## src/hw/rtl/sfd_pkg.sv

```systemverilog
// Shared types and constants for the sonar frame deframer.
// No dependencies; every other file of the block refers to it by scoped name.
package sfd_pkg;

    // Frame sync bytes
    localparam logic [7:0] SYNC_B = 8'h42;  // 'B'
    localparam logic [7:0] SYNC_R = 8'h52;  // 'R'

    // Default hard ceiling on payload length
    localparam int PAYLOAD_LIMIT_DEF = 4096;

    // Field widths
    localparam int BYTE_W   = 8;
    localparam int INDEX_W  = 12;
    localparam int HALF_W   = 16;
    localparam int MAXPL_W  = 13;
    localparam int CFG_ADDR_W = 2;
    localparam int CFG_DATA_W = 13;

    // Configuration register indexes
    localparam logic [CFG_ADDR_W-1:0] REG_MAX_PAYLOAD = 2'd0;
    localparam logic [CFG_ADDR_W-1:0] REG_EXP_DEST    = 2'd1;

    // Register reset values
    localparam logic [MAXPL_W-1:0] MAX_PAYLOAD_RST = 13'd1024;
    localparam logic [BYTE_W-1:0]  EXP_DEST_RST    = 8'd0;

    typedef enum logic [3:0] {
        PH_HUNT_B  = 4'd0,
        PH_HUNT_R  = 4'd1,
        PH_LEN_LO  = 4'd2,
        PH_LEN_HI  = 4'd3,
        PH_ID_LO   = 4'd4,
        PH_ID_HI   = 4'd5,
        PH_SRC     = 4'd6,
        PH_DST     = 4'd7,
        PH_PAYLOAD = 4'd8,
        PH_CK_LO   = 4'd9,
        PH_CK_HI   = 4'd10
    } t_phase;

    typedef enum logic [1:0] {
        KIND_DATA    = 2'd0,
        KIND_GOOD    = 2'd1,
        KIND_BAD_SUM = 2'd2,
        KIND_DROP    = 2'd3
    } t_kind;

    typedef struct packed {
        t_kind               kind;
        logic [BYTE_W-1:0]   data_byte;
        logic [INDEX_W-1:0]  byte_index;
        logic [HALF_W-1:0]   frame_pid;
        logic [HALF_W-1:0]   body_len;
        logic [BYTE_W-1:0]   src_node;
        logic                frame_end;
    } t_result;

endpackage

```

## src/hw/rtl/sfd_if.sv

```systemverilog
// Valid/ready channel interfaces for the sonar frame deframer:
// received bytes, results and configuration writes. Depends on sfd_pkg.
interface sfd_byte_if;
    logic                       valid;
    logic                       ready;
    logic [sfd_pkg::BYTE_W-1:0] byte_in;

    modport source (output valid, output byte_in, input ready);
    modport sink   (input valid, input byte_in, output ready);
endinterface

interface sfd_res_if;
    logic                        valid;
    logic                        ready;
    logic [1:0]                  kind;
    logic [sfd_pkg::BYTE_W-1:0]  data_byte;
    logic [sfd_pkg::INDEX_W-1:0] byte_index;
    logic [sfd_pkg::HALF_W-1:0]  frame_pid;
    logic [sfd_pkg::HALF_W-1:0]  body_len;
    logic [sfd_pkg::BYTE_W-1:0]  src_node;
    logic                        frame_end;

    modport source (output valid, output kind, output data_byte, output byte_index,
                    output frame_pid, output body_len, output src_node,
                    output frame_end, input ready);
    modport sink   (input valid, input kind, input data_byte, input byte_index,
                    input frame_pid, input body_len, input src_node,
                    input frame_end, output ready);
endinterface

interface sfd_cfg_if;
    logic                           valid;
    logic                           ready;
    logic [sfd_pkg::CFG_ADDR_W-1:0] index;
    logic [sfd_pkg::CFG_DATA_W-1:0] data;

    modport source (output valid, output index, output data, input ready);
    modport sink   (input valid, input index, input data, output ready);
endinterface

```

## src/hw/rtl/sfd_core.sv

```systemverilog
// Deframing state machine: header capture, checksum accumulation, result build.
// Depends on sfd_pkg.
module sfd_core #(
    parameter int PAYLOAD_LIMIT = sfd_pkg::PAYLOAD_LIMIT_DEF
) (
    input  logic                               i_clk,
    input  logic                               i_rst_n,
    input  logic                               i_accept,
    input  logic [sfd_pkg::BYTE_W-1:0]         i_byte,
    input  logic [sfd_pkg::MAXPL_W-1:0]        i_max_payload,
    input  logic [sfd_pkg::BYTE_W-1:0]         i_exp_dest,
    output logic                               o_res_valid,
    output sfd_pkg::t_result                   o_res
);
    localparam int CNT_W = $clog2(PAYLOAD_LIMIT + 1);
    localparam logic [16:0] LIMIT_C = 17'(PAYLOAD_LIMIT);

    sfd_pkg::t_phase               r_phase, n_phase;
    logic [sfd_pkg::HALF_W-1:0]    r_len, n_len;
    logic [sfd_pkg::HALF_W-1:0]    r_id, n_id;
    logic [sfd_pkg::BYTE_W-1:0]    r_src, n_src;
    logic [CNT_W-1:0]              r_cnt, n_cnt;
    logic [sfd_pkg::HALF_W-1:0]    r_sum, n_sum;
    logic [sfd_pkg::BYTE_W-1:0]    r_ck_lo, n_ck_lo;

    logic [sfd_pkg::HALF_W-1:0]    sum_add;
    logic [16:0]                   limit;
    logic [CNT_W-1:0]              cnt_inc;
    logic [sfd_pkg::HALF_W-1:0]    cnt_ext;

    assign sum_add = r_sum + {8'd0, i_byte};
    assign limit   = (17'(i_max_payload) < LIMIT_C) ? 17'(i_max_payload) : LIMIT_C;
    assign cnt_inc = r_cnt + CNT_W'(1);
    assign cnt_ext = 16'(r_cnt);

    always_ff @(posedge i_clk) begin
        if (!i_rst_n) begin
            r_phase <= sfd_pkg::PH_HUNT_B;
            r_len   <= '0;
            r_id    <= '0;
            r_src   <= '0;
            r_cnt   <= '0;
            r_sum   <= '0;
            r_ck_lo <= '0;
        end else if (i_accept) begin
            r_phase <= n_phase;
            r_len   <= n_len;
            r_id    <= n_id;
            r_src   <= n_src;
            r_cnt   <= n_cnt;
            r_sum   <= n_sum;
            r_ck_lo <= n_ck_lo;
        end
    end

    always_comb begin
        n_phase = r_phase;
        n_len   = r_len;
        n_id    = r_id;
        n_src   = r_src;
        n_cnt   = r_cnt;
        n_sum   = r_sum;
        n_ck_lo = r_ck_lo;

        o_res_valid          = 1'b0;
        o_res.kind           = sfd_pkg::KIND_DATA;
        o_res.data_byte      = '0;
        o_res.byte_index     = '0;
        o_res.frame_pid      = r_id;
        o_res.body_len       = r_len;
        o_res.src_node       = r_src;
        o_res.frame_end      = 1'b0;

        case (r_phase)
            sfd_pkg::PH_HUNT_R: begin
                if (i_byte == sfd_pkg::SYNC_R) begin
                    n_sum   = 16'({8'd0, sfd_pkg::SYNC_B} + {8'd0, sfd_pkg::SYNC_R});
                    n_phase = sfd_pkg::PH_LEN_LO;
                end else if (i_byte != sfd_pkg::SYNC_B) begin
                    n_phase = sfd_pkg::PH_HUNT_B;
                end
            end
            sfd_pkg::PH_LEN_LO: begin
                n_len   = {8'd0, i_byte};
                n_sum   = sum_add;
                n_phase = sfd_pkg::PH_LEN_HI;
            end
            sfd_pkg::PH_LEN_HI: begin
                n_len   = {i_byte, r_len[7:0]};
                n_sum   = sum_add;
                n_phase = sfd_pkg::PH_ID_LO;
            end
            sfd_pkg::PH_ID_LO: begin
                n_id    = {8'd0, i_byte};
                n_sum   = sum_add;
                n_phase = sfd_pkg::PH_ID_HI;
            end
            sfd_pkg::PH_ID_HI: begin
                n_id    = {i_byte, r_id[7:0]};
                n_sum   = sum_add;
                n_phase = sfd_pkg::PH_SRC;
            end
            sfd_pkg::PH_SRC: begin
                n_src   = i_byte;
                n_sum   = sum_add;
                n_phase = sfd_pkg::PH_DST;
            end
            sfd_pkg::PH_DST: begin
                n_sum = sum_add;
                if (i_byte != i_exp_dest || {1'b0, r_len} > limit) begin
                    o_res_valid     = 1'b1;
                    o_res.kind      = sfd_pkg::KIND_DROP;
                    o_res.frame_end = 1'b1;
                    n_phase         = sfd_pkg::PH_HUNT_B;
                end else begin
                    n_cnt   = '0;
                    n_phase = (r_len == '0) ? sfd_pkg::PH_CK_LO : sfd_pkg::PH_PAYLOAD;
                end
            end
            sfd_pkg::PH_PAYLOAD: begin
                n_sum            = sum_add;
                o_res_valid      = 1'b1;
                o_res.data_byte  = i_byte;
                o_res.byte_index = cnt_ext[sfd_pkg::INDEX_W-1:0];
                n_cnt            = cnt_inc;
                if (16'(cnt_inc) >= r_len) begin
                    n_phase = sfd_pkg::PH_CK_LO;
                end
            end
            sfd_pkg::PH_CK_LO: begin
                n_ck_lo = i_byte;
                n_phase = sfd_pkg::PH_CK_HI;
            end
            sfd_pkg::PH_CK_HI: begin
                o_res_valid     = 1'b1;
                o_res.frame_end = 1'b1;
                o_res.kind      = ({i_byte, r_ck_lo} == r_sum) ? sfd_pkg::KIND_GOOD
                                                               : sfd_pkg::KIND_BAD_SUM;
                n_phase         = sfd_pkg::PH_HUNT_B;
            end
            default: begin
                n_phase = (i_byte == sfd_pkg::SYNC_B) ? sfd_pkg::PH_HUNT_R
                                                      : sfd_pkg::PH_HUNT_B;
            end
        endcase

        if (!i_accept) begin
            o_res_valid = 1'b0;
        end
    end
endmodule

```

## src/hw/rtl/sfd_skid.sv

```systemverilog
// Result register with one skid entry, so bytes keep flowing while a result waits.
// Depends on sfd_pkg.
module sfd_skid (
    input  logic             i_clk,
    input  logic             i_rst_n,
    input  logic             i_valid,
    input  sfd_pkg::t_result i_data,
    output logic             o_in_ready,
    output logic             o_valid,
    output sfd_pkg::t_result o_data,
    input  logic             i_out_ready
);
    logic             r_out_v, n_out_v;
    logic             r_skid_v, n_skid_v;
    sfd_pkg::t_result r_out, n_out;
    sfd_pkg::t_result r_skid, n_skid;
    logic             take;

    assign take       = r_out_v & i_out_ready;
    assign o_in_ready = ~r_skid_v;
    assign o_valid    = r_out_v;
    assign o_data     = r_out;

    always_comb begin
        n_out_v  = r_out_v;
        n_skid_v = r_skid_v;
        n_out    = r_out;
        n_skid   = r_skid;
        if (i_valid) begin
            if (!r_out_v || take) begin
                n_out   = i_data;
                n_out_v = 1'b1;
            end else begin
                n_skid   = i_data;
                n_skid_v = 1'b1;
            end
        end else if (take) begin
            if (r_skid_v) begin
                n_out    = r_skid;
                n_skid_v = 1'b0;
            end else begin
                n_out_v = 1'b0;
            end
        end
    end

    always_ff @(posedge i_clk) begin
        if (!i_rst_n) begin
            r_out_v  <= 1'b0;
            r_skid_v <= 1'b0;
        end else begin
            r_out_v  <= n_out_v;
            r_skid_v <= n_skid_v;
        end
    end

    always_ff @(posedge i_clk) begin
        r_out  <= n_out;
        r_skid <= n_skid;
    end
endmodule

```

## src/hw/rtl/sonar_frame_deframer.sv

```systemverilog
// Top level of the sonar frame deframer: config registers, core and result buffer.
// Depends on sfd_pkg, sfd_if, sfd_core and sfd_skid.
//
// Usage:
//   i_byte carries one received byte per word. Frames are 'B' 'R', length (LE16),
//   packet id (LE16), source, destination, payload, checksum (LE16, byte sum).
//   o_res gives one word per payload byte (kind 0) and one closing word per frame:
//   kind 1 good, 2 checksum bad, 3 header dropped (wrong destination or too long).
//   Bytes between frames, header bytes and the low checksum byte give no word.
//   i_cfg writes max_payload (index 0) and expected_destination (index 1); it is
//   always ready and should be written only while the block is idle.
// Timing:
//   A byte is accepted while i_byte.ready is high; its result word is registered in
//   the output register, or the skid entry if that is full. The state update (one 16-bit
//   add and one length compare) sustains one byte per cycle while results are taken.
// Stall:
//   One skid entry sits behind the output register, so a byte is still taken
//   while a result waits; i_byte.ready drops only when both are full.
// Reset:
//   i_rst_n (synchronous) returns to hunting for 'B', empties the output
//   stages and restores max_payload = 1024, expected_destination = 0.
module sonar_frame_deframer #(
    parameter int PAYLOAD_LIMIT = sfd_pkg::PAYLOAD_LIMIT_DEF
) (
    input  logic      i_clk,
    input  logic      i_rst_n,
    sfd_byte_if.sink  i_byte,
    sfd_cfg_if.sink   i_cfg,
    sfd_res_if.source o_res
);
    logic [sfd_pkg::MAXPL_W-1:0] r_max_payload;
    logic [sfd_pkg::BYTE_W-1:0]  r_exp_dest;

    logic             in_ready;
    logic             accept;
    logic             core_valid;
    sfd_pkg::t_result core_res;
    sfd_pkg::t_result out_res;

    // Config port: always ready, unknown indexes are ignored
    assign i_cfg.ready = 1'b1;

    always_ff @(posedge i_clk) begin
        if (!i_rst_n) begin
            r_max_payload <= sfd_pkg::MAX_PAYLOAD_RST;
            r_exp_dest    <= sfd_pkg::EXP_DEST_RST;
        end else if (i_cfg.valid) begin
            case (i_cfg.index)
                sfd_pkg::REG_MAX_PAYLOAD: r_max_payload <= i_cfg.data;
                sfd_pkg::REG_EXP_DEST:    r_exp_dest    <= i_cfg.data[sfd_pkg::BYTE_W-1:0];
                default: ;
            endcase
        end
    end

    assign i_byte.ready = in_ready;
    assign accept       = i_byte.valid & in_ready;

    sfd_core #(
        .PAYLOAD_LIMIT(PAYLOAD_LIMIT)
    ) u_core (
        .i_clk         (i_clk),
        .i_rst_n       (i_rst_n),
        .i_accept      (accept),
        .i_byte        (i_byte.byte_in),
        .i_max_payload (r_max_payload),
        .i_exp_dest    (r_exp_dest),
        .o_res_valid   (core_valid),
        .o_res         (core_res)
    );

    sfd_skid u_skid (
        .i_clk       (i_clk),
        .i_rst_n     (i_rst_n),
        .i_valid     (core_valid),
        .i_data      (core_res),
        .o_in_ready  (in_ready),
        .o_valid     (o_res.valid),
        .o_data      (out_res),
        .i_out_ready (o_res.ready)
    );

    assign o_res.kind           = out_res.kind;
    assign o_res.data_byte      = out_res.data_byte;
    assign o_res.byte_index     = out_res.byte_index;
    assign o_res.frame_pid      = out_res.frame_pid;
    assign o_res.body_len       = out_res.body_len;
    assign o_res.src_node       = out_res.src_node;
    assign o_res.frame_end      = out_res.frame_end;

`ifndef SYNTHESIS
    // Core only produces a word for an accepted byte
    a_res_needs_accept: assert property (@(posedge i_clk) disable iff (!i_rst_n)
        core_valid |-> accept)
        else $error("result produced without an accepted byte");

    // Input stalls only when the output register is holding a word
    a_stall_means_full: assert property (@(posedge i_clk) disable iff (!i_rst_n)
        !i_byte.ready |-> o_res.valid)
        else $error("input stalled with empty output");

    // Frame closing words and payload words are exclusive
    a_end_matches_kind: assert property (@(posedge i_clk) disable iff (!i_rst_n)
        o_res.valid |-> (o_res.frame_end == (o_res.kind != sfd_pkg::KIND_DATA)))
        else $error("frame_end disagrees with kind");

    // A stalled output keeps its word
    a_out_hold: assert property (@(posedge i_clk) disable iff (!i_rst_n)
        (o_res.valid && !o_res.ready) |=> (o_res.valid && $stable(out_res)))
        else $error("output word changed while stalled");
`endif
endmodule

```

## src/flat_wrapper.sv

```systemverilog
// flat-port wrapper written by rule: the top's interface ports become plain ports
module sonar_frame_deframer_flat 
#(
    parameter int PAYLOAD_LIMIT = sfd_pkg::PAYLOAD_LIMIT_DEF
)
  (i_clk, i_rst_n, i_byte_valid, i_byte_byte_in, i_byte_ready, i_cfg_valid, i_cfg_index, i_cfg_data, i_cfg_ready, o_res_valid, o_res_kind, o_res_data_byte, o_res_byte_index, o_res_frame_pid, o_res_body_len, o_res_src_node, o_res_frame_end, o_res_ready);
  sfd_byte_if i_byte_i ();
  sfd_cfg_if i_cfg_i ();
  sfd_res_if o_res_i ();
  input  logic i_clk;
  input  logic i_rst_n;
  input wire logic [$bits(i_byte_i.valid)-1:0] i_byte_valid;
  input wire logic [$bits(i_byte_i.byte_in)-1:0] i_byte_byte_in;
  output wire logic [$bits(i_byte_i.ready)-1:0] i_byte_ready;
  input wire logic [$bits(i_cfg_i.valid)-1:0] i_cfg_valid;
  input wire logic [$bits(i_cfg_i.index)-1:0] i_cfg_index;
  input wire logic [$bits(i_cfg_i.data)-1:0] i_cfg_data;
  output wire logic [$bits(i_cfg_i.ready)-1:0] i_cfg_ready;
  output wire logic [$bits(o_res_i.valid)-1:0] o_res_valid;
  output wire logic [$bits(o_res_i.kind)-1:0] o_res_kind;
  output wire logic [$bits(o_res_i.data_byte)-1:0] o_res_data_byte;
  output wire logic [$bits(o_res_i.byte_index)-1:0] o_res_byte_index;
  output wire logic [$bits(o_res_i.frame_pid)-1:0] o_res_frame_pid;
  output wire logic [$bits(o_res_i.body_len)-1:0] o_res_body_len;
  output wire logic [$bits(o_res_i.src_node)-1:0] o_res_src_node;
  output wire logic [$bits(o_res_i.frame_end)-1:0] o_res_frame_end;
  input wire logic [$bits(o_res_i.ready)-1:0] o_res_ready;
  assign i_byte_i.valid = i_byte_valid;
  assign i_byte_i.byte_in = i_byte_byte_in;
  assign i_byte_ready = i_byte_i.ready;
  assign i_cfg_i.valid = i_cfg_valid;
  assign i_cfg_i.index = i_cfg_index;
  assign i_cfg_i.data = i_cfg_data;
  assign i_cfg_ready = i_cfg_i.ready;
  assign o_res_valid = o_res_i.valid;
  assign o_res_kind = o_res_i.kind;
  assign o_res_data_byte = o_res_i.data_byte;
  assign o_res_byte_index = o_res_i.byte_index;
  assign o_res_frame_pid = o_res_i.frame_pid;
  assign o_res_body_len = o_res_i.body_len;
  assign o_res_src_node = o_res_i.src_node;
  assign o_res_frame_end = o_res_i.frame_end;
  assign o_res_i.ready = o_res_ready;
  sonar_frame_deframer #(.PAYLOAD_LIMIT(PAYLOAD_LIMIT)) u_core (.i_clk(i_clk), .i_rst_n(i_rst_n), .i_byte(i_byte_i), .i_cfg(i_cfg_i), .o_res(o_res_i));
endmodule
```

## config.mk

```make
export PLATFORM = sky130hd
export DESIGN_NAME = sonar_frame_deframer_flat
export DESIGN_NICKNAME = d
export VERILOG_FILES = /design/src/hw/rtl/sfd_pkg.sv /design/src/hw/rtl/sfd_if.sv /design/src/hw/rtl/sfd_core.sv /design/src/hw/rtl/sfd_skid.sv /design/src/hw/rtl/sonar_frame_deframer.sv /design/src/flat_wrapper.sv
export SDC_FILE = /design/constraint.sdc
export NUM_CORES = 1
export LEC_CHECK = 0
export BUFFER_PORTS_ARGS = -buffer_cell sky130_fd_sc_hd__buf_2
export CORE_MARGIN = 5
export CORE_UTILIZATION = 40
export DETAILED_ROUTE_END_ITERATION = 10
export PLACE_DENSITY_LB_ADDON = 0.2
export SYNTH_ARGS = -nofsm -noshare
export SYNTH_HDL_FRONTEND = slang
export SYNTH_SLANG_ARGS = --single-unit
```

## constraint.sdc

```tcl
create_clock -name i_clk -period 8.9 [get_ports i_clk]
set_input_delay 1.335 -clock i_clk [delete_from_list [all_inputs] [get_ports i_clk]]
set_output_delay 1.335 -clock i_clk [all_outputs]
set_load 0.01 [all_outputs]
```

==> results.md <==
- Vias per cell: between 5 and 6
- Synth Area in XOR/XNOR: between 4 and 5%
- Ys async rst share: 0%
- Postcts setup bufs: 0
- Vias in the first global route: around 7000
- Clock latency on the worst-skew pair: 0.54 ns
- Layout area overhead: 15.8%
- First-pass GRT wire length: around 40000 µm
- Routed Antenna Nets: 0
- Final WL: 25500 µm
- Clock sinks: 230
- Root buffer cell: clkbuf_16
- Post-layout nets: roughly 1100
- Initial DRC count: 550
- Final worst slack: about 4.9 ns
- Hpwl dp: 17200 µm
- Register bit total from synthesis: 230
- Global placement routability congestion: approximately 0.84
- Mapped Avg Cell Area: approximately 11 µm²
- F_max: roughly 0.25 GHz
- Final setup violation count: 0
- Total power: between 2 and 2.5 mW
- Max cap viols: 0
- Crit path cell chain: inv_1 > nand2_1 > ha_1 > a21oi_1 > o21ai_0 > a2111o_1 > a221o_1 > o21ai_4 > buf_4 > mux2_2
- PD cells: between 150 and 200 mW/mm²
- Critical path class: reg -> reg
- Cell family with most CP delay: compound AO/OA/AOI/OAI gates
- Post-CTS Resized: 0
- RSZ-0062 raised after global routing: false
- Via count: between 7000 and 8000
- Yosys warnings: 0
- Maximum fanout along the worst path: between 40 and 50
- CTS tree: done
- Die H: around 170 µm
- Final slew viol count: 0
- Largest net degree at the start of global routing: 56
- Main combinational cell family by area after synthesis: simple AND/OR/NAND/NOR gates
- CP Capture Type: flop
- Seq/Total Area, Yosys: a little under three fifths
- Layout cell share with drive strength beyond 1: between 10% and 20%
- Hold Crit Class: reg -> reg
- Top cell type's share of synthesized area: roughly 37%
- Yosys top cell by area: edfxtp_1
- Diode count: 0
- Final Non-Filler Cells: roughly 1400
- Placed inst area: 0.0111 mm²
- Initial antenna violation count: 0
- CTS Buffer Depth: 3
- Distinct cells, synth: between 60 and 70
- Remaining DRCs: 0
- FP Rows: a little under 60
- Max_slew headroom: a little over a fifth
- Top post-synthesis cells by area: edfxtp_1, dfxtp_1, ha_1
- # placed instances: approximately 1300
- Die area: 0.0292 mm²
- Most frequent cell after synthesis: edfxtp_1
- CP max stage delay: 0.62 ns
- CTS Buf Count: 26
- Setup WS pre-CTS: between 4 and 5 ns
- Skew final: between 0.015 and 0.02 ns
- Synth Area in Compound Gates: ~10%
- Crit path time final: between 3 and 4 ns
- Tot GR Track Use: roughly 17%
- Mux cell area share after synthesis: 7.44%
- Top Ports: 94
- Syn nets: between 1000 and 1500
- Post-synth top cells: edfxtp_1, dfxtp_1, nand2_1, nor2_1, a21oi_1
- # port buffers: between 90 and 100
- Cts hold-fix bufs: 0
- Die X: 171 µm
- IR drop worst, VDD: approximately 0.17 mV
- GRT Residual Overflow: 0
- Starting Density: between 40 and 50%
- Worst-margin pin slew: approximately 1.2 ns
- Setup TNS: 0 ns
- Number of flops mapped to enable cells by yosys: between 100 and 150
- Crit path max-delay cell type: buf_4
- Mapped Area: roughly 0.010 mm²
- Post-Synth Adder-Cell Area: between 4 and 5%
- Mapped Cells: 940
- Final Hold Fails: 0
- Core area: 0.0258 mm²
- CP Data Required Time: ~9.2 ns
- Critical path arrival: 4.25 ns
- Design area: roughly 0.012 mm²
- Status: finished clean
- CTS clk-pin slew, worst paths: around 0.060 ns
- Bufs and invs on worst path: 2
- Ys flop type: edfxtp_1
- Final core utilization: roughly 47%
- Drt pass-1 iters: 5
- Worst-case hold slack: 0.454 ns
- Simple-gate portion of the synthesized area: between 10 and 15%
- CTS H-tree lvls: 1
- Wirelength per Cell: 18.6 µm
- Final period util: between 40% and 50%
- Leak: roughly 4.8 nW
- Crit start category: flop
[tightest hold or removal path, stage by stage, from the launching register on]
cell and delay, ns:
dfxtp_1 0.31, nand2_1 0.05, a21oi_1 0.05
[cells by family (layout without fill, tap and decap cells)]
| group | count (synthesis) | in the layout |
|---|---|---|
| flops | 230 | 230 |
| compound gates | 163 | 163 |
| xor+xnor | 49 | 49 |
| fa+ha+maj | 36 | 36 |
| mux | 72 | 72 |
| other cells | 1 | 1 |
| buf+inv | 80 | 175 |
| simple gates | 309 | 309 |
[placed cells by master (no fill, tap or decap), types with 6 or more instances in the layout]
cell type  count
nand3_1       30
mux2i_1       32
nand4_1        9
clkbuf_16     27
clkinv_2       6
buf_2         92
nor4_1         7
o21ai_0       22
clkbuf_8       7
a21oi_1       66
o32ai_1        6
buf_4         10
xor2_1        23
nor2_1        86
edfxtp_1     126
a22o_1        24
nor3_1         9
inv_1         24
mux2_1        37
nand3b_1       6
ha_1          35
xnor2_1       26
nor2b_1        7
nand2_1      103
dfxtp_1      104
and2_1        21
[flip-flops by register name, indices dropped and copies added, names as in the netlist]
name	count
u_core.u_skid.o_valid	1
u_core.u_core.r_phase	4
u_core.u_skid.o_data	63
u_core.u_core.r_sum	16
u_core.r_max_payload	13
u_core.u_skid.r_skid_v	1
u_core.r_exp_dest	8
u_core.u_core.r_len	16
u_core.u_core.r_id	16
u_core.u_core.r_src	8
u_core.u_core.r_ck_lo	8
u_core.u_core.r_cnt	13
u_core.u_skid.r_skid	63
[final timing paths]
| path | start | end | slack, ns | cells past startpoint |
|---|---|---|---|---|
| worst max-delay path | u_core.r_max_payload[12] | u_core.u_skid.o_data[2] | 4.94 | 10 |
| worst min-delay path | u_core.r_max_payload[2] | u_core.r_max_payload[2] | 0.45 | 2 |
| worst max register to register | u_core.r_max_payload[12] | u_core.u_skid.o_data[2] | 4.94 | 10 |
| worst min register to register | u_core.r_max_payload[2] | u_core.r_max_payload[2] | 0.45 | 2 |
[power by group]
part,switching [mW],leakage [nW],internal (mW)
Sequential,0.00861,2.13,1.12
Combinational,0.0616,2.25,0.0329
Clock,0.430,0.436,0.643
[area by class of cell]
class,count,area (µm²)
clock inverter,11,98.8
clock buffer,37,783
inverter,25,95.1
timing repair buffer,102,536
multi-input combinational,630,4200
tap,335,419
sequential,230,5870
fill,2384,13800
[routing by layer]
layer	track usage (%)	up-vias	wire length, µm
met4	4.24	0	568
met5	0	-	0
met3	2.24	43	1110
li1	-	3521	-
met1	24.9	3497	12100
met2	27.7	155	11700
Power figures use the tool's default switching activity.
